==> config.mk <==
export PLATFORM = sky130hd
export DESIGN_NAME = avc_lan_frame_receiver_unit
export DESIGN_NICKNAME = d
export VERILOG_FILES = /design/src/hw/rtl/avcrx_pkg.sv /design/src/hw/rtl/avcrx_front.sv /design/src/hw/rtl/avcrx_queue.sv /design/src/hw/rtl/avcrx_back.sv /design/src/hw/rtl/avc_lan_frame_receiver_unit.sv
export SDC_FILE = /design/constraint.sdc
export NUM_CORES = 1
export LEC_CHECK = 0
export ABC_AREA = 1
export BUFFER_PORTS_ARGS = -buffer_cell sky130_fd_sc_hd__buf_4
export CAP_MARGIN = 10
export CORE_MARGIN = 2
export CORE_UTILIZATION = 56
export DETAILED_ROUTE_END_ITERATION = 8
export GPL_TIMING_DRIVEN = 0
export PLACE_DENSITY = 0.72
export SLEW_MARGIN = 20
export SYNTH_ARGS = -nofsm -noshare
export SYNTH_HDL_FRONTEND = slang
export SYNTH_HIERARCHICAL = 1
export SYNTH_SLANG_ARGS = --single-unit
==> constraint.sdc <==
create_clock -name clk -period 5.1 [get_ports clk]
set_input_delay 0 -clock clk [delete_from_list [all_inputs] [get_ports clk]]
set_output_delay 0 -clock clk [all_outputs]
set_load 0.01 [all_outputs]
==> src/hw/rtl/avcrx_pkg.sv <==
// Shared types, constants and command prefix tables for the AVC-LAN frame receiver.
package avcrx_pkg;

  localparam int AddrWidth   = 12;
  localparam int TickWidth   = 12;
  localparam int LenWidth    = 8;
  localparam int ClassWidth  = 4;
  localparam int KindWidth   = 2;
  localparam int ByteWidth   = 8;

  localparam int MaxMessageBytes = 32;
  localparam int QueueDepth      = 2;
  localparam int PatternCount    = 14;
  localparam int DirectedCount   = 9;

  localparam logic [ByteWidth-1:0] UnitTag = 8'h11;

  localparam logic [KindWidth-1:0] EvAck    = 2'd0;
  localparam logic [KindWidth-1:0] EvAccept = 2'd1;
  localparam logic [KindWidth-1:0] EvParity = 2'd2;
  localparam logic [KindWidth-1:0] EvLength = 2'd3;

  localparam logic [ClassWidth-1:0] ClsNone  = 4'd0;
  localparam logic [ClassWidth-1:0] ClsCheck = 4'd11;

  localparam logic [TickWidth-1:0] OneWidthReset = 12'd208;

  localparam logic RegOwnAddress    = 1'b0;
  localparam logic RegOneWidthLimit = 1'b1;

  typedef struct packed {
    logic start;
    logic value;
  } pulse_t;

  typedef struct packed {
    logic [KindWidth-1:0]  kind;
    logic [ClassWidth-1:0] cls;
    logic                  directed;
    logic                  for_us;
    logic [AddrWidth-1:0]  master;
    logic [AddrWidth-1:0]  slave;
    logic [LenWidth-1:0]   length;
    logic [ByteWidth-1:0]  check;
  } result_t;

  // Number of bytes a prefix spans.
  function automatic logic [2:0] prefix_len(input int k);
    logic [2:0] len;
    case (k)
      5:                len = 3'd6;
      6, 7, 8:          len = 3'd5;
      10, 11, 12, 13:   len = 3'd3;
      default:          len = 3'd4;
    endcase
    return len;
  endfunction

  function automatic logic [ClassWidth-1:0] prefix_cls(input int k);
    logic [ClassWidth-1:0] cls;
    case (k)
      0:       cls = 4'd1;
      1:       cls = 4'd2;
      2:       cls = 4'd3;
      3:       cls = 4'd4;
      4:       cls = 4'd5;
      5:       cls = 4'd6;
      6:       cls = 4'd7;
      7:       cls = 4'd8;
      8:       cls = 4'd9;
      9:       cls = 4'd10;
      10:      cls = ClsCheck;
      11:      cls = 4'd12;
      12:      cls = 4'd13;
      13:      cls = 4'd1;
      default: cls = ClsNone;
    endcase
    return cls;
  endfunction

  // Prefix bytes, first byte in the top octet.
  function automatic logic [47:0] prefix_row(input int k);
    logic [47:0] row;
    case (k)
      0:       row = {8'h00, 8'h00, 8'h01, 8'h0A, 16'h0000};
      1:       row = {8'h00, 8'h00, 8'h01, 8'h08, 16'h0000};
      2:       row = {8'h00, 8'h00, 8'h01, 8'h0D, 16'h0000};
      3:       row = {8'h00, 8'h00, 8'h01, 8'h0C, 16'h0000};
      4:       row = {8'h00, 8'h25, 8'h63, 8'h80, 16'h0000};
      5:       row = {8'h00, UnitTag, 8'h63, 8'h42, 8'h01, 8'h00};
      6:       row = {8'h00, UnitTag, 8'h63, 8'h42, 8'h41, 8'h00};
      7:       row = {8'h00, UnitTag, 8'h63, 8'h43, 8'h01, 8'h00};
      8:       row = {8'h00, UnitTag, 8'h63, 8'h43, 8'h41, 8'h00};
      9:       row = {UnitTag, 8'h01, 8'h45, 8'h63, 16'h0000};
      10:      row = {UnitTag, 8'h01, 8'h20, 24'h000000};
      11:      row = {UnitTag, 8'h01, 8'h00, 24'h000000};
      12:      row = {UnitTag, 8'h01, 8'h01, 24'h000000};
      13:      row = {8'h00, 8'h01, 8'h0A, 24'h000000};
      default: row = '0;
    endcase
    return row;
  endfunction

  function automatic logic [ByteWidth-1:0] prefix_byte(input int k, input logic [2:0] idx);
    logic [47:0] row;
    row = prefix_row(k) << {idx, 3'b000};
    return row[47:40];
  endfunction

endpackage

==> src/hw/rtl/avcrx_front.sv <==
// Front end: configuration registers and pulse-width to bit classification.
module avcrx_front (
  input  logic                             clk,
  input  logic                             rst,
  input  logic                             cfg_write,
  input  logic                             cfg_index,
  input  logic [avcrx_pkg::AddrWidth-1:0]  cfg_data,
  input  logic                             in_valid,
  input  logic [avcrx_pkg::TickWidth-1:0]  pulse_ticks,
  input  logic                             frame_start,
  input  logic                             q_full,
  output logic                             in_stall,
  output logic                             push,
  output avcrx_pkg::pulse_t                push_data,
  output logic [avcrx_pkg::AddrWidth-1:0]  own_address
);

  logic [avcrx_pkg::TickWidth-1:0] one_width_limit;

  always_ff @(posedge clk) begin
    if (rst) begin
      own_address     <= '0;
      one_width_limit <= avcrx_pkg::OneWidthReset;
    end else if (cfg_write) begin
      case (cfg_index)
        avcrx_pkg::RegOwnAddress:    own_address     <= cfg_data;
        avcrx_pkg::RegOneWidthLimit: one_width_limit <= cfg_data;
        default: ;
      endcase
    end
  end

  assign in_stall        = q_full;
  assign push            = in_valid && !q_full;
  assign push_data.start = frame_start;
  // Short high pulse reads as one.
  assign push_data.value = (pulse_ticks < one_width_limit);

endmodule

==> src/hw/rtl/avcrx_queue.sv <==
// Short queue of classified bits between the front end and the frame decoder.
module avcrx_queue #(
  parameter int DEPTH = avcrx_pkg::QueueDepth
) (
  input  logic              clk,
  input  logic              rst,
  input  logic              push,
  input  avcrx_pkg::pulse_t push_data,
  input  logic              pop,
  output logic              full,
  output logic              head_valid,
  output avcrx_pkg::pulse_t head_data
);

  localparam int PtrWidth = (DEPTH > 1) ? $clog2(DEPTH) : 1;
  localparam int CntWidth = $clog2(DEPTH + 1);
  localparam logic [PtrWidth-1:0] LastPtr = PtrWidth'(DEPTH - 1);

  avcrx_pkg::pulse_t     slots [DEPTH];
  logic [PtrWidth-1:0]   wr_ptr;
  logic [PtrWidth-1:0]   rd_ptr;
  logic [CntWidth-1:0]   count;
  logic                  do_push;
  logic                  do_pop;

  assign full       = (count == CntWidth'(DEPTH));
  assign head_valid = (count != '0);
  assign head_data  = slots[rd_ptr];
  assign do_push    = push && !full;
  assign do_pop     = pop && head_valid;

  always_ff @(posedge clk) begin
    if (do_push) begin
      slots[wr_ptr] <= push_data;
    end
  end

  always_ff @(posedge clk) begin
    if (rst) begin
      wr_ptr <= '0;
      rd_ptr <= '0;
      count  <= '0;
    end else begin
      if (do_push) begin
        wr_ptr <= (wr_ptr == LastPtr) ? '0 : wr_ptr + 1'b1;
      end
      if (do_pop) begin
        rd_ptr <= (rd_ptr == LastPtr) ? '0 : rd_ptr + 1'b1;
      end
      case ({do_push, do_pop})
        2'b10:   count <= count + 1'b1;
        2'b01:   count <= count - 1'b1;
        default: ;
      endcase
    end
  end

endmodule

==> src/hw/rtl/avcrx_back.sv <==
// Back end: frame state machine, prefix matching and the result register.
module avcrx_back (
  input  logic                             clk,
  input  logic                             rst,
  input  logic [avcrx_pkg::AddrWidth-1:0]  own_address,
  input  logic                             head_valid,
  input  avcrx_pkg::pulse_t                head_data,
  output logic                             pop,
  input  logic                             out_stall,
  output logic                             res_valid,
  output avcrx_pkg::result_t               res
);

  localparam logic [3:0] PhIdle   = 4'd0;
  localparam logic [3:0] PhBcast  = 4'd1;
  localparam logic [3:0] PhMaster = 4'd2;
  localparam logic [3:0] PhMpar   = 4'd3;
  localparam logic [3:0] PhSlave  = 4'd4;
  localparam logic [3:0] PhSpar   = 4'd5;
  localparam logic [3:0] PhAck1   = 4'd6;
  localparam logic [3:0] PhCtrl   = 4'd7;
  localparam logic [3:0] PhCpar   = 4'd8;
  localparam logic [3:0] PhAck2   = 4'd9;
  localparam logic [3:0] PhLen    = 4'd10;
  localparam logic [3:0] PhLpar   = 4'd11;
  localparam logic [3:0] PhAck3   = 4'd12;
  localparam logic [3:0] PhData   = 4'd13;
  localparam logic [3:0] PhDpar   = 4'd14;
  localparam logic [3:0] PhAckd   = 4'd15;

  localparam int AW = avcrx_pkg::AddrWidth;
  localparam int LW = avcrx_pkg::LenWidth;
  localparam int BW = avcrx_pkg::ByteWidth;
  localparam int PC = avcrx_pkg::PatternCount;
  localparam logic [LW-1:0] MaxLen = LW'(avcrx_pkg::MaxMessageBytes);

  logic [3:0]      phase, phase_next;
  logic [3:0]      bit_count, bit_count_next;
  logic [AW-1:0]   field_shift, field_shift_next;
  logic            parity_acc, parity_acc_next;
  logic            directed_flag, directed_flag_next;
  logic            for_us_flag, for_us_flag_next;
  logic [AW-1:0]   master_reg, master_reg_next;
  logic [AW-1:0]   slave_reg, slave_reg_next;
  logic [LW-1:0]   length_reg, length_reg_next;
  logic [LW-1:0]   byte_index, byte_index_next;
  logic [PC-1:0]   pattern_alive, pattern_alive_next;
  logic [BW-1:0]   check_byte, check_byte_next;

  logic                                advance;
  logic                                bit_in;
  logic [AW-1:0]                       shift_in;
  logic                                parity_in;
  logic [3:0]                          count_in;
  logic                                emit;
  logic [avcrx_pkg::KindWidth-1:0]     emit_kind;
  logic [avcrx_pkg::ClassWidth-1:0]    emit_cls;
  logic [avcrx_pkg::ClassWidth-1:0]    frame_cls;
  logic [PC-1:0]                       byte_alive;
  logic                                found;

  assign advance   = head_valid && (!res_valid || !out_stall);
  assign pop       = advance;
  assign bit_in    = head_data.value;
  assign shift_in  = {field_shift[AW-2:0], bit_in};
  assign parity_in = parity_acc ^ bit_in;
  assign count_in  = bit_count + 1'b1;

  // First live prefix of the selected set that fits the declared length.
  always_comb begin
    frame_cls = avcrx_pkg::ClsNone;
    found     = 1'b0;
    for (int k = 0; k < PC; k++) begin
      if (!found && ((k < avcrx_pkg::DirectedCount) == for_us_flag) && pattern_alive[k] &&
          (LW'(avcrx_pkg::prefix_len(k)) <= length_reg)) begin
        frame_cls = avcrx_pkg::prefix_cls(k);
        found     = 1'b1;
      end
    end
  end

  // Drop every prefix that disagrees with the byte just completed.
  always_comb begin
    byte_alive = pattern_alive;
    for (int k = 0; k < PC; k++) begin
      if ((byte_index < LW'(avcrx_pkg::prefix_len(k))) &&
          (avcrx_pkg::prefix_byte(k, byte_index[2:0]) != shift_in[BW-1:0])) begin
        byte_alive[k] = 1'b0;
      end
    end
  end

  always_comb begin
    phase_next         = phase;
    bit_count_next     = bit_count;
    field_shift_next   = field_shift;
    parity_acc_next    = parity_acc;
    directed_flag_next = directed_flag;
    for_us_flag_next   = for_us_flag;
    master_reg_next    = master_reg;
    slave_reg_next     = slave_reg;
    length_reg_next    = length_reg;
    byte_index_next    = byte_index;
    pattern_alive_next = pattern_alive;
    check_byte_next    = check_byte;
    emit               = 1'b0;
    emit_kind          = avcrx_pkg::EvAck;
    emit_cls           = avcrx_pkg::ClsNone;

    if (head_data.start) begin
      directed_flag_next = 1'b0;
      for_us_flag_next   = 1'b0;
      master_reg_next    = '0;
      slave_reg_next     = '0;
      length_reg_next    = '0;
      byte_index_next    = '0;
      check_byte_next    = '0;
      pattern_alive_next = '1;
      phase_next         = PhBcast;
      bit_count_next     = '0;
      field_shift_next   = '0;
      parity_acc_next    = 1'b0;
    end else begin
      case (phase)
        PhMaster, PhSlave, PhCtrl, PhLen, PhData: begin
          field_shift_next = shift_in;
          parity_acc_next  = parity_in;
          bit_count_next   = count_in;
        end
        default: ;
      endcase

      case (phase)
        PhIdle: ;
        PhBcast: begin
          directed_flag_next = bit_in;
          phase_next         = PhMaster;
          bit_count_next     = '0;
          field_shift_next   = '0;
          parity_acc_next    = 1'b0;
        end
        PhMaster: begin
          if (count_in >= 4'd12) begin
            master_reg_next = shift_in;
            phase_next      = PhMpar;
          end
        end
        PhMpar: begin
          if (bit_in != parity_acc) begin
            phase_next = PhIdle;
            emit       = 1'b1;
            emit_kind  = avcrx_pkg::EvParity;
          end else begin
            phase_next       = PhSlave;
            bit_count_next   = '0;
            field_shift_next = '0;
            parity_acc_next  = 1'b0;
          end
        end
        PhSlave: begin
          if (count_in >= 4'd12) begin
            slave_reg_next   = shift_in;
            for_us_flag_next = (shift_in == own_address);
            phase_next       = PhSpar;
          end
        end
        PhSpar, PhCpar: begin
          if (bit_in != parity_acc) begin
            phase_next = PhIdle;
            emit       = 1'b1;
            emit_kind  = avcrx_pkg::EvParity;
          end else if (for_us_flag) begin
            phase_next       = (phase == PhSpar) ? PhCtrl : PhLen;
            bit_count_next   = '0;
            field_shift_next = '0;
            parity_acc_next  = 1'b0;
            emit             = 1'b1;
            emit_kind        = avcrx_pkg::EvAck;
          end else begin
            phase_next = (phase == PhSpar) ? PhAck1 : PhAck2;
          end
        end
        PhAck1, PhAck2: begin
          phase_next       = (phase == PhAck1) ? PhCtrl : PhLen;
          bit_count_next   = '0;
          field_shift_next = '0;
          parity_acc_next  = 1'b0;
        end
        PhCtrl: begin
          if (count_in >= 4'd4) begin
            phase_next = PhCpar;
          end
        end
        PhLen: begin
          if (count_in >= 4'd8) begin
            length_reg_next = shift_in[LW-1:0];
            phase_next      = PhLpar;
          end
        end
        PhLpar: begin
          if (bit_in != parity_acc) begin
            phase_next = PhIdle;
            emit       = 1'b1;
            emit_kind  = avcrx_pkg::EvParity;
          end else if (length_reg > MaxLen) begin
            phase_next = PhIdle;
            emit       = 1'b1;
            emit_kind  = avcrx_pkg::EvLength;
          end else if (!for_us_flag) begin
            phase_next = PhAck3;
          end else if (length_reg == '0) begin
            phase_next = PhIdle;
            emit       = 1'b1;
            emit_kind  = avcrx_pkg::EvAccept;
            emit_cls   = frame_cls;
          end else begin
            phase_next       = PhData;
            bit_count_next   = '0;
            field_shift_next = '0;
            parity_acc_next  = 1'b0;
            emit             = 1'b1;
            emit_kind        = avcrx_pkg::EvAck;
          end
        end
        PhAck3, PhAckd: begin
          if ((phase == PhAck3) ? (length_reg == '0) : (byte_index >= length_reg)) begin
            phase_next = PhIdle;
            emit       = 1'b1;
            emit_kind  = avcrx_pkg::EvAccept;
            emit_cls   = frame_cls;
          end else begin
            phase_next       = PhData;
            bit_count_next   = '0;
            field_shift_next = '0;
            parity_acc_next  = 1'b0;
          end
        end
        PhData: begin
          if (count_in >= 4'd8) begin
            pattern_alive_next = byte_alive;
            if (byte_index == LW'(3)) begin
              check_byte_next = shift_in[BW-1:0];
            end
            byte_index_next = byte_index + 1'b1;
            phase_next      = PhDpar;
          end
        end
        PhDpar: begin
          if (bit_in != parity_acc) begin
            phase_next = PhIdle;
            emit       = 1'b1;
            emit_kind  = avcrx_pkg::EvParity;
          end else if (!for_us_flag) begin
            phase_next = PhAckd;
          end else if (byte_index >= length_reg) begin
            phase_next = PhIdle;
            emit       = 1'b1;
            emit_kind  = avcrx_pkg::EvAccept;
            emit_cls   = frame_cls;
          end else begin
            phase_next       = PhData;
            bit_count_next   = '0;
            field_shift_next = '0;
            parity_acc_next  = 1'b0;
            emit             = 1'b1;
            emit_kind        = avcrx_pkg::EvAck;
          end
        end
        default: phase_next = PhIdle;
      endcase
    end
  end

  always_ff @(posedge clk) begin
    if (rst) begin
      phase         <= PhIdle;
      bit_count     <= '0;
      field_shift   <= '0;
      parity_acc    <= 1'b0;
      directed_flag <= 1'b0;
      for_us_flag   <= 1'b0;
      master_reg    <= '0;
      slave_reg     <= '0;
      length_reg    <= '0;
      byte_index    <= '0;
      pattern_alive <= '1;
      check_byte    <= '0;
    end else if (advance) begin
      phase         <= phase_next;
      bit_count     <= bit_count_next;
      field_shift   <= field_shift_next;
      parity_acc    <= parity_acc_next;
      directed_flag <= directed_flag_next;
      for_us_flag   <= for_us_flag_next;
      master_reg    <= master_reg_next;
      slave_reg     <= slave_reg_next;
      length_reg    <= length_reg_next;
      byte_index    <= byte_index_next;
      pattern_alive <= pattern_alive_next;
      check_byte    <= check_byte_next;
    end
  end

  // Result register: load on an event, drop once the word is taken.
  always_ff @(posedge clk) begin
    if (rst) begin
      res_valid <= 1'b0;
    end else if (advance && emit) begin
      res_valid <= 1'b1;
    end else if (!out_stall) begin
      res_valid <= 1'b0;
    end
  end

  always_ff @(posedge clk) begin
    if (advance && emit) begin
      res.kind     <= emit_kind;
      res.cls      <= emit_cls;
      res.directed <= directed_flag;
      res.for_us   <= for_us_flag;
      res.master   <= master_reg;
      res.slave    <= slave_reg;
      res.length   <= length_reg;
      res.check    <= (emit_cls == avcrx_pkg::ClsCheck) ? check_byte : '0;
    end
  end

endmodule

==> src/hw/rtl/avc_lan_frame_receiver_unit.sv <==
// AVC-LAN frame receiver: front end, bit queue and frame decoder.
//
// Input channel (in_valid / in_stall): one word per bit of the bus, carrying the
// measured high time pulse_ticks and frame_start, which marks the start bit and
// restarts decode. Output channel (out_valid / out_stall): one word per event:
// drive ack, frame accepted with its command class, parity error or length error.
// Most input words give no output word.
// Configuration: cfg_write with cfg_index 0 sets own_address, index 1 sets the
// one/zero pulse width limit; write only while the block is idle.
// Throughput: one input word per cycle, sustained while out_stall is low.
// An event reaches the output by way of the bit queue and then the result
// register, both of which are registered.
// Reset clears the queue, returns the decoder to waiting for a start bit and
// loads own_address 0 and a width limit of 208 ticks.
// When the receiver stalls, the result register holds, the decoder stops and the
// bit queue fills; in_stall rises once the queue holds QUEUE_DEPTH words.
module avc_lan_frame_receiver_unit #(
  parameter int QUEUE_DEPTH = avcrx_pkg::QueueDepth
) (
  input  logic                              clk,
  input  logic                              rst,
  input  logic                              cfg_write,
  input  logic                              cfg_index,
  input  logic [avcrx_pkg::AddrWidth-1:0]   cfg_data,
  input  logic                              in_valid,
  output logic                              in_stall,
  input  logic [avcrx_pkg::TickWidth-1:0]   pulse_ticks,
  input  logic                              frame_start,
  output logic                              out_valid,
  input  logic                              out_stall,
  output logic [avcrx_pkg::KindWidth-1:0]   event_kind,
  output logic [avcrx_pkg::ClassWidth-1:0]  command_class,
  output logic                              is_directed,
  output logic                              addressed_to_us,
  output logic [avcrx_pkg::AddrWidth-1:0]   master_address,
  output logic [avcrx_pkg::AddrWidth-1:0]   slave_address,
  output logic [avcrx_pkg::LenWidth-1:0]    payload_length,
  output logic [avcrx_pkg::ByteWidth-1:0]   check_sequence
);

  logic                             q_full;
  logic                             push;
  avcrx_pkg::pulse_t                push_data;
  logic [avcrx_pkg::AddrWidth-1:0]  own_address;
  logic                             head_valid;
  avcrx_pkg::pulse_t                head_data;
  logic                             pop;
  avcrx_pkg::result_t               res;

  avcrx_front u_front (
    .clk         (clk),
    .rst         (rst),
    .cfg_write   (cfg_write),
    .cfg_index   (cfg_index),
    .cfg_data    (cfg_data),
    .in_valid    (in_valid),
    .pulse_ticks (pulse_ticks),
    .frame_start (frame_start),
    .q_full      (q_full),
    .in_stall    (in_stall),
    .push        (push),
    .push_data   (push_data),
    .own_address (own_address)
  );

  avcrx_queue #(
    .DEPTH (QUEUE_DEPTH)
  ) u_queue (
    .clk        (clk),
    .rst        (rst),
    .push       (push),
    .push_data  (push_data),
    .pop        (pop),
    .full       (q_full),
    .head_valid (head_valid),
    .head_data  (head_data)
  );

  avcrx_back u_back (
    .clk         (clk),
    .rst         (rst),
    .own_address (own_address),
    .head_valid  (head_valid),
    .head_data   (head_data),
    .pop         (pop),
    .out_stall   (out_stall),
    .res_valid   (out_valid),
    .res         (res)
  );

  assign event_kind      = res.kind;
  assign command_class   = res.cls;
  assign is_directed     = res.directed;
  assign addressed_to_us = res.for_us;
  assign master_address  = res.master;
  assign slave_address   = res.slave;
  assign payload_length  = res.length;
  assign check_sequence  = res.check;

  a_class_only_on_accept: assert property (@(posedge clk) disable iff (rst)
    out_valid && (event_kind != avcrx_pkg::EvAccept) |-> command_class == avcrx_pkg::ClsNone)
    else $error("command class set on a non-accept event");

  a_check_only_for_check: assert property (@(posedge clk) disable iff (rst)
    out_valid && (command_class != avcrx_pkg::ClsCheck) |-> check_sequence == '0)
    else $error("check byte reported outside a check command");

  a_accept_length_bound: assert property (@(posedge clk) disable iff (rst)
    out_valid && (event_kind == avcrx_pkg::EvAccept) |->
      payload_length <= avcrx_pkg::LenWidth'(avcrx_pkg::MaxMessageBytes))
    else $error("frame accepted with an oversized length");

  a_stall_only_when_full: assert property (@(posedge clk) disable iff (rst)
    in_stall |-> !pop || $past(q_full) || !$past(pop))
    else $error("input stalled while the queue was draining");

endmodule
Yosys cells after proc, flatten, opt, wreduce, memory -nomap -nowiden
Memories as Yosys holds them, arrays and structs flattened. A register that Yosys moved wholly into a read port is not among the register bits.
Cells that the tools add are included.

storage, ports and cells
  memory bits (writable) = 4
  input port bits = 31
  output and inout bits = 50
  bits in registers = 162
  logic and storage cells = 417
  memories kept = 1

operators by class
  equal/unequal tests = 42
  add/sub/neg operators = 6
  reductions and logical operators = 133
  magnitude comparators = 14
  shift-type cells = 14
  multiplexer cells = 165
  bitwise logic cells = 3

memories
  memory         words  bits a word  rd ports  clocked after Yosys merged registers in  wr ports  line               text
  u_queue.slots  2      2            1         1                                        1         avcrx_queue.sv:19  avcrx_pkg::pulse_t slots [DEPTH];

operators with widths
  operator                                                                         count
  12-bit 2-to-1 mux                                                                18
  4-bit 2-to-1 mux                                                                 54
  25-bit by 6-bit << shifter with 48-bit output, first input constant              4
  37-bit by 6-bit << shifter with 48-bit output, first input constant              4
  45-bit by 6-bit << shifter with 48-bit output, first input constant              4
  8-bit != test                                                                    14
  8-bit 2-to-1 mux                                                                 10
  12-bit case mux with 6 select lines                                              1
  1-bit 2-to-1 mux                                                                 65
  1-bit logical AND                                                                60
  4-bit AND reduction                                                              15
  4-bit case mux with 12 select lines                                              1
  2-bit nonzero test                                                               24
  33-bit by 6-bit << shifter with 48-bit output, first input constant              1
  38-bit by 6-bit << shifter with 48-bit output, first input constant              1
  14-bit 2-to-1 mux                                                                3
  4-bit == test, second input constant                                             9
  3-bit by 8-bit less-or-equal comparator with 1-bit output, first input constant  3
  8-bit by 3-bit < comparator with 1-bit output, second input constant             3
  4-bit case mux with 6 select lines                                               1
  4-bit by 3-bit == test with 1-bit output, second input constant                  4
  1-bit logical NOT                                                                16
  3-bit by 2-bit != test with 1-bit output, second input constant                  5
  13-bit nonzero test                                                              1
  37 further kinds                                                                 56

Depth between registers and ports, before layout
Gate-level depths: netlist (run 1).

  depth after elaboration = 75
  depth in mapped cells = 15
  gate-level depth less buffers = 14

By module
The synthesis (run 1) kept the hierarchy.

by module, submodules not included
  module       times used  seq. area each (um^2)  area an instance (um^2)  cells each
  avcrx_back   1           3,143.0                6,941.7                  861
  avcrx_front  1           480.5                  1,207.4                  154
  avcrx_queue  1           220.2                  416.6                    46

Worst setup path before layout (run 1)
No wires, ideal clock.

  kind = reg2reg
  start = register with a tool-made name
  end = register u_back/res[0] (netlist name)
  period minus slack after synthesis = 2.944 ns
  data arrival time = 2.541 ns
  setup time = 0.402 ns
  cell stages (with the launch flop) = 10
  buffers on the path = 3
  path slack = 2.156 ns
  data required time = 4.698 ns
  cell sequence = dfxtp_1 mux2_2 buf_2 inv_1 buf_2 nand2_1 clkbuf_1 nor2_1 nand2_1 inv_1

==> impl_metrics.py, run 1 <==
metrics = {
    "run_status": {
        "run_status": "completed",
    },
    "cells_and_area": {
        "finalCoreUtilization": 0.675,
        "syn_to_final_growth_pct": 18.9,
        "seqCellArea_sq_um": 3840,
        "registers.top_by_ff_count": "u_back/res",
        "number_of_filler_instances_in_the_final_layout": 1326,
        "nets": 1240,
        "largestRegisters": "u_back/res x48, u_back/pattern_alive x14",
        "layout-drive-gt1-share": 0.196,
        "antenna-diode-count": 0,
        "largest_register_ff_count": 48,
        "multi_input_comb_area_sq_um": 3960,
    },
    "synthesis": {
        "synth.largest_area_cell": "sky130_fd_sc_hd__dfxtp_1",
        "mappedNetlistNets": 1123,
        "cell_with_the_most_instances_after_synthesis": "sky130_fd_sc_hd__nand2_1",
        "synth.area.top_cells": "sky130_fd_sc_hd__dfxtp_1 27%, sky130_fd_sc_hd__edfxtp_1 18%, sky130_fd_sc_hd__nand2_1 7.8%",
        "postSynthRegisterBits": 166,
        "synth.top_cell.area_share": 0.266,
        "mappedNetlistArea_sq_um": 8570,
        "postSynthCellCount": 1061,
        "synth_cell_type_count": 55,
        "post_synthesis_area_per_instance_sq_um": 8.07,
        "synth_sequential_area_ratio": 0.449,
        "async_flop_share": 0,
        "synth.yosys.warnings": 6,
        "synth_top_flop_cell": "sky130_fd_sc_hd__dfxtp_1",
        "synth_enable_flop_cells": 52,
        "yosys-top-cells-count": "178 x sky130_fd_sc_hd__nand2_1, 124 x sky130_fd_sc_hd__inv_1, 118 x sky130_fd_sc_hd__nor2_1, 114 x sky130_fd_sc_hd__dfxtp_1, 93 x sky130_fd_sc_hd__a21oi_1",
    },
    "timing": {
        "setup-tns-final_ps": 0,
        "setup_viol": 0,
        "max_clock_freq_mhz": 358,
        "finalMaxSlewViolations": 0,
        "finClkSkew_ps": 10.8,
        "timing.final.crit_share": 0.548,
        "rsz_0062_raised_after_global_routing": "no",
        "worst_slew_margin_rel": 0.618,
        "layout_min_cycle_time_ps": 2790,
        "timing_worst_slew_pin_value_ps": 574,
        "timing_hold_violations_final": 0,
    },
    "cts": {
        "number_of_sinks_on_the_clock_net": 166,
        "cts.repair.resized": 0,
        "cts_tree": "done",
        "clock_insertion_delay_worst_skew_ps": 430,
        "cts_htree_levels": 4,
        "cts_max_path_buffers": 2,
        "clock_tree.root_cell": "sky130_fd_sc_hd__clkbuf_16",
        "cts_made_buffers": 17,
        "cts.clk_slew.worst_paths_ps": 60,
    },
    "placed_design": {
        "gpl.final_weighted_congestion": 0.937,
        "buffer_ports.inserted": 79,
        "hpwl_um": 15400,
    },
    "detailed_routing": {
        "top_signal_layer_used": "met4",
        "first_iter_violations": 597,
        "route.detailed.vias_per_inst": 5.37,
        "route.detailed.drc": 0,
        "dr_wl_met2_um": 9720,
        "wl_met3_um": 1080,
        "count_of_vias_placed_by_the_detailed_router": 7409,
        "finalWirelength_um": 20700,
        "wl_per_cell_um": 15.0,
        "met1_routed_wirelength_after_detailed_routing_um": 9370,
        "drt.antenna.violating_nets": 0,
        "drt_first_pass_iters": 5,
    },
    "pwr": {
        "worst_ir_drop_vdd_mv": 0.221,
        "total_power_mw": 4.91,
        "cellLeakagePower_nw": 4.45,
        "power_density_nw_per_um2": 482,
    },
    "global_routing": {
        "grt_pass1_vias": 6856,
        "grt_overflow": 0,
        "grt_antenna_before_repair": 0,
        "grt_start_max_net_pins": 40,
        "wire_length_of_the_first_global_routing_pass_um": 33700,
        "groute.usage.overall": 0.262,
    },
    "worst_setup_path": {
        "regToRegSetupSlack_ps": 2310,
        "crit_path_start_kind": "flop",
        "required_ps": 5220,
        "timing.reg2reg.worst_path_depth": 10,
        "r2r-end": "u_back/res[13]",
        "endpoint_kind": "flop",
        "cp_max_fo": 39,
        "worstPathArrival_ps": 2910,
        "worst-setup-path-type": "reg2reg",
    },
    "floorplanning": {
        "ios": 81,
        "chipHeight_um": 128,
        "die_width_um": 128,
        "initial_utilization": 0.568,
        "placement_rows": 45,
        "core_region_area_sq_um": 15100,
        "die_area_sq_um": 16300,
    },
    "job": {
        "drv_cap": 0,
    },
    "min_path": {
        "hold_path.class": "in2reg",
        "hold_path_startpoint": "in_valid",
        "hold-path-endpoint": "u_queue/wr_ptr",
        "hold_depth": 7,
    },
}
-- cells in the final DEF (no fill, tap or decap), drive strengths merged, types with 2 or more instances in the layout --
master / count
ha: 31
clkbuf: 33
bufinv: 2
nor3b: 2
nor4: 4
nor2: 152
dlygate4sd3: 18
buf: 103
nand3: 27
dfxtp: 114
nand2: 193
o2111ai: 2
clkinvlp: 5
edfxtp: 52
clkinv: 3
nand4: 19
mux2: 2
o211ai: 6
xnor2: 3
o22ai: 4
a221oi: 2
a211oi: 21
a21oi: 95
inv: 151
xor2: 21
o21ai: 96
nor3: 18
a21o: 2
-- logic make-up (layout without fill, tap and decap cells) --
| group | count (synthesis) | in the layout | share of synthesized area |
|---|---|---|---|
| fa+ha+maj | 31 | 31 | 0.0453 |
| xor+xnor | 24 | 24 | 0.0254 |
| compound gates | 235 | 235 | 0.155 |
| flops | 166 | 166 | 0.449 |
| buf+inv | 185 | 315 | 0.0885 |
| mux | 2 | 2 | 0.00263 |
| simple gates | 418 | 418 | 0.235 |
-- layer usage --
layer / GRT usage / vias up
li1: - / 3749
met1: 0.352 / 3408
met2: 0.427 / 215
met3: 0.0367 / 37
met4: 0.107 / 0
met5: 0 / -
-- critical path, cell delays in order, from the launching register on --
cell	delay, ps
sky130_fd_sc_hd__dfxtp_1	350
sky130_fd_sc_hd__mux2_2	330
sky130_fd_sc_hd__buf_2	190
sky130_fd_sc_hd__inv_1	90
sky130_fd_sc_hd__buf_2	230
sky130_fd_sc_hd__nand2_1	240
sky130_fd_sc_hd__clkbuf_1	300
sky130_fd_sc_hd__nor2_1	150
sky130_fd_sc_hd__nand2_1	110
sky130_fd_sc_hd__inv_2	210
sky130_fd_sc_hd__buf_12	260
-- worst max-delay path by stage --
stage	endpoint	slack [ps]
6_report	u_back/res[13]	2310
5_1_grt	u_back/res[8]	2140
4_1_cts	u_back/res[9]	2270
3_5_place_dp	u_back/res[44]	2290
3_3_place_gp	u_back/res[43]	1430
2_1_floorplan	u_back/res[0]	2160
-- through the flow --
step                      hold slack [ps]  area, sq um  cells  worst slack (ps)
final                                20.8        10200   1379              2310
after global routing                 60.5        10200   1379              2140
after global placement                190         9390   1328              1430
after CTS                            8.49        10200   1379              2270
after floorplan                      78.5         8570   1061              2160
after detailed placement              196         9410   1329              2290
-- area by class of cell --
cell class,count,share of cell area
well taps,188,0.0231
plain buffers,38,0.0199
inverters,147,0.0545
flip-flops and latches,166,0.377
clock inverters,14,0.0161
multi-input cells,710,0.389
repair buffers,98,0.0779
clock buffers,18,0.0421
-- what timing repair did --
| item | 4_1_cts | 5_1_grt |
|---|---|---|
| endpoints found under the setup margin | 0 | 0 |
| hold endpoints to repair | 30 | 0 |
| buffers inserted | 0 | 0 |
| hold buffers | 18 | 0 |
-- power breakdown --
part	switching [mW]	leakage (nW)	internal, mW
Sequential	0.145	1.44	1.57
Combinational	1.28	2.73	0.620
Clock	0.559	0.274	0.735
(Power assumes the default switching activity.)
==> run 2: changes to the inputs <==
--- a/config.mk
+++ b/config.mk
@@ -9,10 +9,10 @@
 export BUFFER_PORTS_ARGS = -buffer_cell sky130_fd_sc_hd__buf_4
 export CAP_MARGIN = 10
 export CORE_MARGIN = 2
-export CORE_UTILIZATION = 56
+export CORE_UTILIZATION = 54
 export DETAILED_ROUTE_END_ITERATION = 8
 export GPL_TIMING_DRIVEN = 0
-export PLACE_DENSITY = 0.72
+export PLACE_DENSITY = 0.73
 export SLEW_MARGIN = 20
 export SYNTH_ARGS = -nofsm -noshare
 export SYNTH_HDL_FRONTEND = slang
==> constraint.sdc (replaced) <==
create_clock -name clk -period 2.4 [get_ports clk]
set_input_delay 0 -clock clk [delete_from_list [all_inputs] [get_ports clk]]
set_output_delay 0 -clock clk [all_outputs]
set_load 0.01 [all_outputs]
==> impl_metrics.py, run 2 (synthesis results as in run 1) <==
metrics = {
    "cells_and_area": {
        "registers.top_by_ff_count": "u_back/res",
        "antenna-diode-count": 0,
        "largest_register_ff_count": 48,
        "finalCoreUtilization": 0.670,
        "final_common_cell": "sky130_fd_sc_hd__nand2_1",
        "nets": 1251,
        "syn_to_final_growth_pct": 23.0,
        "largestRegisters": "u_back/res x48, u_back/pattern_alive x14",
        "mostFrequentLayoutCells": "175 x sky130_fd_sc_hd__nand2_1, 115 x sky130_fd_sc_hd__nor2_1, 114 x sky130_fd_sc_hd__inv_1, 102 x sky130_fd_sc_hd__dfxtp_1, 93 x sky130_fd_sc_hd__a21oi_1",
        "layout-drive-gt1-share": 0.234,
        "final_cells": 1418,
        "fin_area_sq_um": 10500,
    },
    "global_routing": {
        "wire_length_of_the_first_global_routing_pass_um": 34200,
        "grt_antenna_before_repair": 0,
        "grt_overflow": 0,
        "grt_start_max_net_pins": 17,
        "grt_pass1_vias": 7082,
        "groute.usage.overall": 0.260,
    },
    "worst_setup_path": {
        "critPathCapture": "u_back/res[22]",
        "worst-setup-path-type": "reg2reg",
        "cp_max_fo": 12,
        "endpoint_kind": "flop",
        "crit_path_start_kind": "flop",
        "worstPathArrival_ps": 2450,
        "worst_r2r_startpoint": "u_back/length_reg[1]",
        "timing.reg2reg.worst_path_depth": 15,
        "worst_setup_path_startpoint": "u_back/length_reg[1]",
        "regToRegSetupSlack_ps": 100,
        "required_ps": 2550,
        "r2r-end": "u_back/res[22]",
    },
    "cts": {
        "cts_tree": "done",
        "clock_insertion_delay_worst_skew_ps": 440,
        "clock_tree.root_cell": "sky130_fd_sc_hd__clkbuf_16",
        "cts_made_buffers": 17,
        "cts_htree_levels": 4,
        "number_of_sinks_on_the_clock_net": 166,
        "cts.clk_slew.worst_paths_ps": 70,
        "cts_max_path_buffers": 2,
    },
    "detailed_routing": {
        "finalWirelength_um": 21100,
        "wl_per_cell_um": 14.9,
        "route.detailed.vias_per_inst": 5.32,
        "drt_first_pass_iters": 5,
        "route.detailed.drc": 0,
        "wl_met3_um": 1240,
        "top_signal_layer_used": "met4",
        "dr_wl_met2_um": 10100,
        "first_iter_violations": 487,
        "met1_routed_wirelength_after_detailed_routing_um": 9270,
        "count_of_vias_placed_by_the_detailed_router": 7538,
        "drt.antenna.violating_nets": 0,
    },
    "pwr": {
        "power_density_nw_per_um2": 1030,
        "worst_ir_drop_vdd_mv": 0.553,
        "cellLeakagePower_nw": 4.56,
    },
    "timing": {
        "layout_min_cycle_time_ps": 2300,
        "finalMaxSlewViolations": 0,
        "timing_worst_slew_pin_value_ps": 627,
        "setup_viol": 0,
        "max_clock_freq_mhz": 435,
        "timing.final.crit_share": 0.959,
        "finClkSkew_ps": 8.04,
        "timing_hold_violations_final": 0,
        "rsz_0062_raised_after_global_routing": "no",
        "worst_slew_margin_rel": 0.582,
    },
    "floorplanning": {
        "core_region_area_sq_um": 15700,
        "chipHeight_um": 130,
        "initial_utilization": 0.545,
        "die_width_um": 130,
        "die_area_sq_um": 16900,
        "placement_rows": 46,
        "ios": 81,
    },
    "placed_design": {
        "numPlacedInstances": 1356,
        "gpl.final_weighted_congestion": 0.929,
        "buffer_ports.inserted": 79,
        "hpwl_um": 15200,
        "postPlaceCellArea_sq_um": 9560,
    },
    "min_path": {
        "hold_path.class": "in2reg",
    },
    "job": {
        "drv_cap": 0,
    },
    "run_status": {
        "run_status": "completed",
    },
}
## run 2: how the worst min path moves through the flow
stage                      startpoint                    endpoint  depth (start not counted)  slack [ps]
final                       cfg_write      u_front/own_address[0]                          6           4
after global routing        cfg_write      u_front/own_address[0]                          6          40
after CTS                   cfg_write  u_front/one_width_limit[1]                          4          10
after detailed placement  frame_start         u_queue/slots[0][1]                          1         190
after global placement    frame_start         u_queue/slots[1][1]                          1         190
after floorplan                   rst             u_back/phase[1]                          1          80
## run 2: worst max-delay path, cell delays in order (launching register included)
cell,delay [ps]
sky130_fd_sc_hd__dfxtp_2,380
sky130_fd_sc_hd__inv_2,80
sky130_fd_sc_hd__ha_4,270
sky130_fd_sc_hd__inv_2,30
sky130_fd_sc_hd__o21bai_1,130
sky130_fd_sc_hd__nand2_1,70
sky130_fd_sc_hd__nand2_1,50
sky130_fd_sc_hd__nand2_1,60
sky130_fd_sc_hd__nand4_1,110
sky130_fd_sc_hd__nand2_1,80
sky130_fd_sc_hd__nand2_2,110
sky130_fd_sc_hd__o21ai_2,90
sky130_fd_sc_hd__nand2_1,140
sky130_fd_sc_hd__nand2_4,150
sky130_fd_sc_hd__clkinvlp_4,120
sky130_fd_sc_hd__buf_12,140
## run 2: cell type report
| type | count | area (sq um) |
|---|---|---|
| Inverter | 147 | 563 |
| Clock inverter | 15 | 213 |
| Buffer | 38 | 219 |
| Clock buffer | 17 | 425 |
| Tap cell | 216 | 270 |
| Fill cell | 1302 | 5180 |
| Timing Repair Buffer | 106 | 870 |
| Timing Repair inverter | 3 | 22.5 |
| Multi-Input combinational cell | 710 | 4090 |
| Sequential cell | 166 | 3860 |
## run 2: stage by stage
stage	hold slack [ps]	TNS, ps	setup slack (ps)	power [mW]
floorplan	78.5	0	1.93	6.79
global placement	187	-26760	-563	7.67
CTS	10.5	0	37.3	10.7
global route	38.9	0	1.81	11.6
finish	3.97	0	98.9	10.9
detailed placement	187	-29750	-625	7.75
## run 2: power by group
group          internal (mW)  switching [mW]  leakage [nW]  total [mW]
clock                   1.77            1.19         0.307        2.95
sequential              3.35           0.323          1.45        3.67
combinational           1.44            2.80          2.80        4.24
total                   6.55            4.31          4.56        10.9
## run 2: per-layer routing
metal  global-route usage  vias up
met1                0.326     3476
met2                0.440      246
met3               0.0586       35
met4               0.0961        0
li1                     -     3781
met5                    0        -
## run 2: timing repair
action                                 in CTS  in global routing
setup endpoints to repair                  48                 56
pin swaps                                   1                  2
gates cloned                                3                  0
hold buffers                               19                  0
gates resized for setup                     7                  9
endpoints found under the hold margin      30                  0
setup buffers                               7                  2
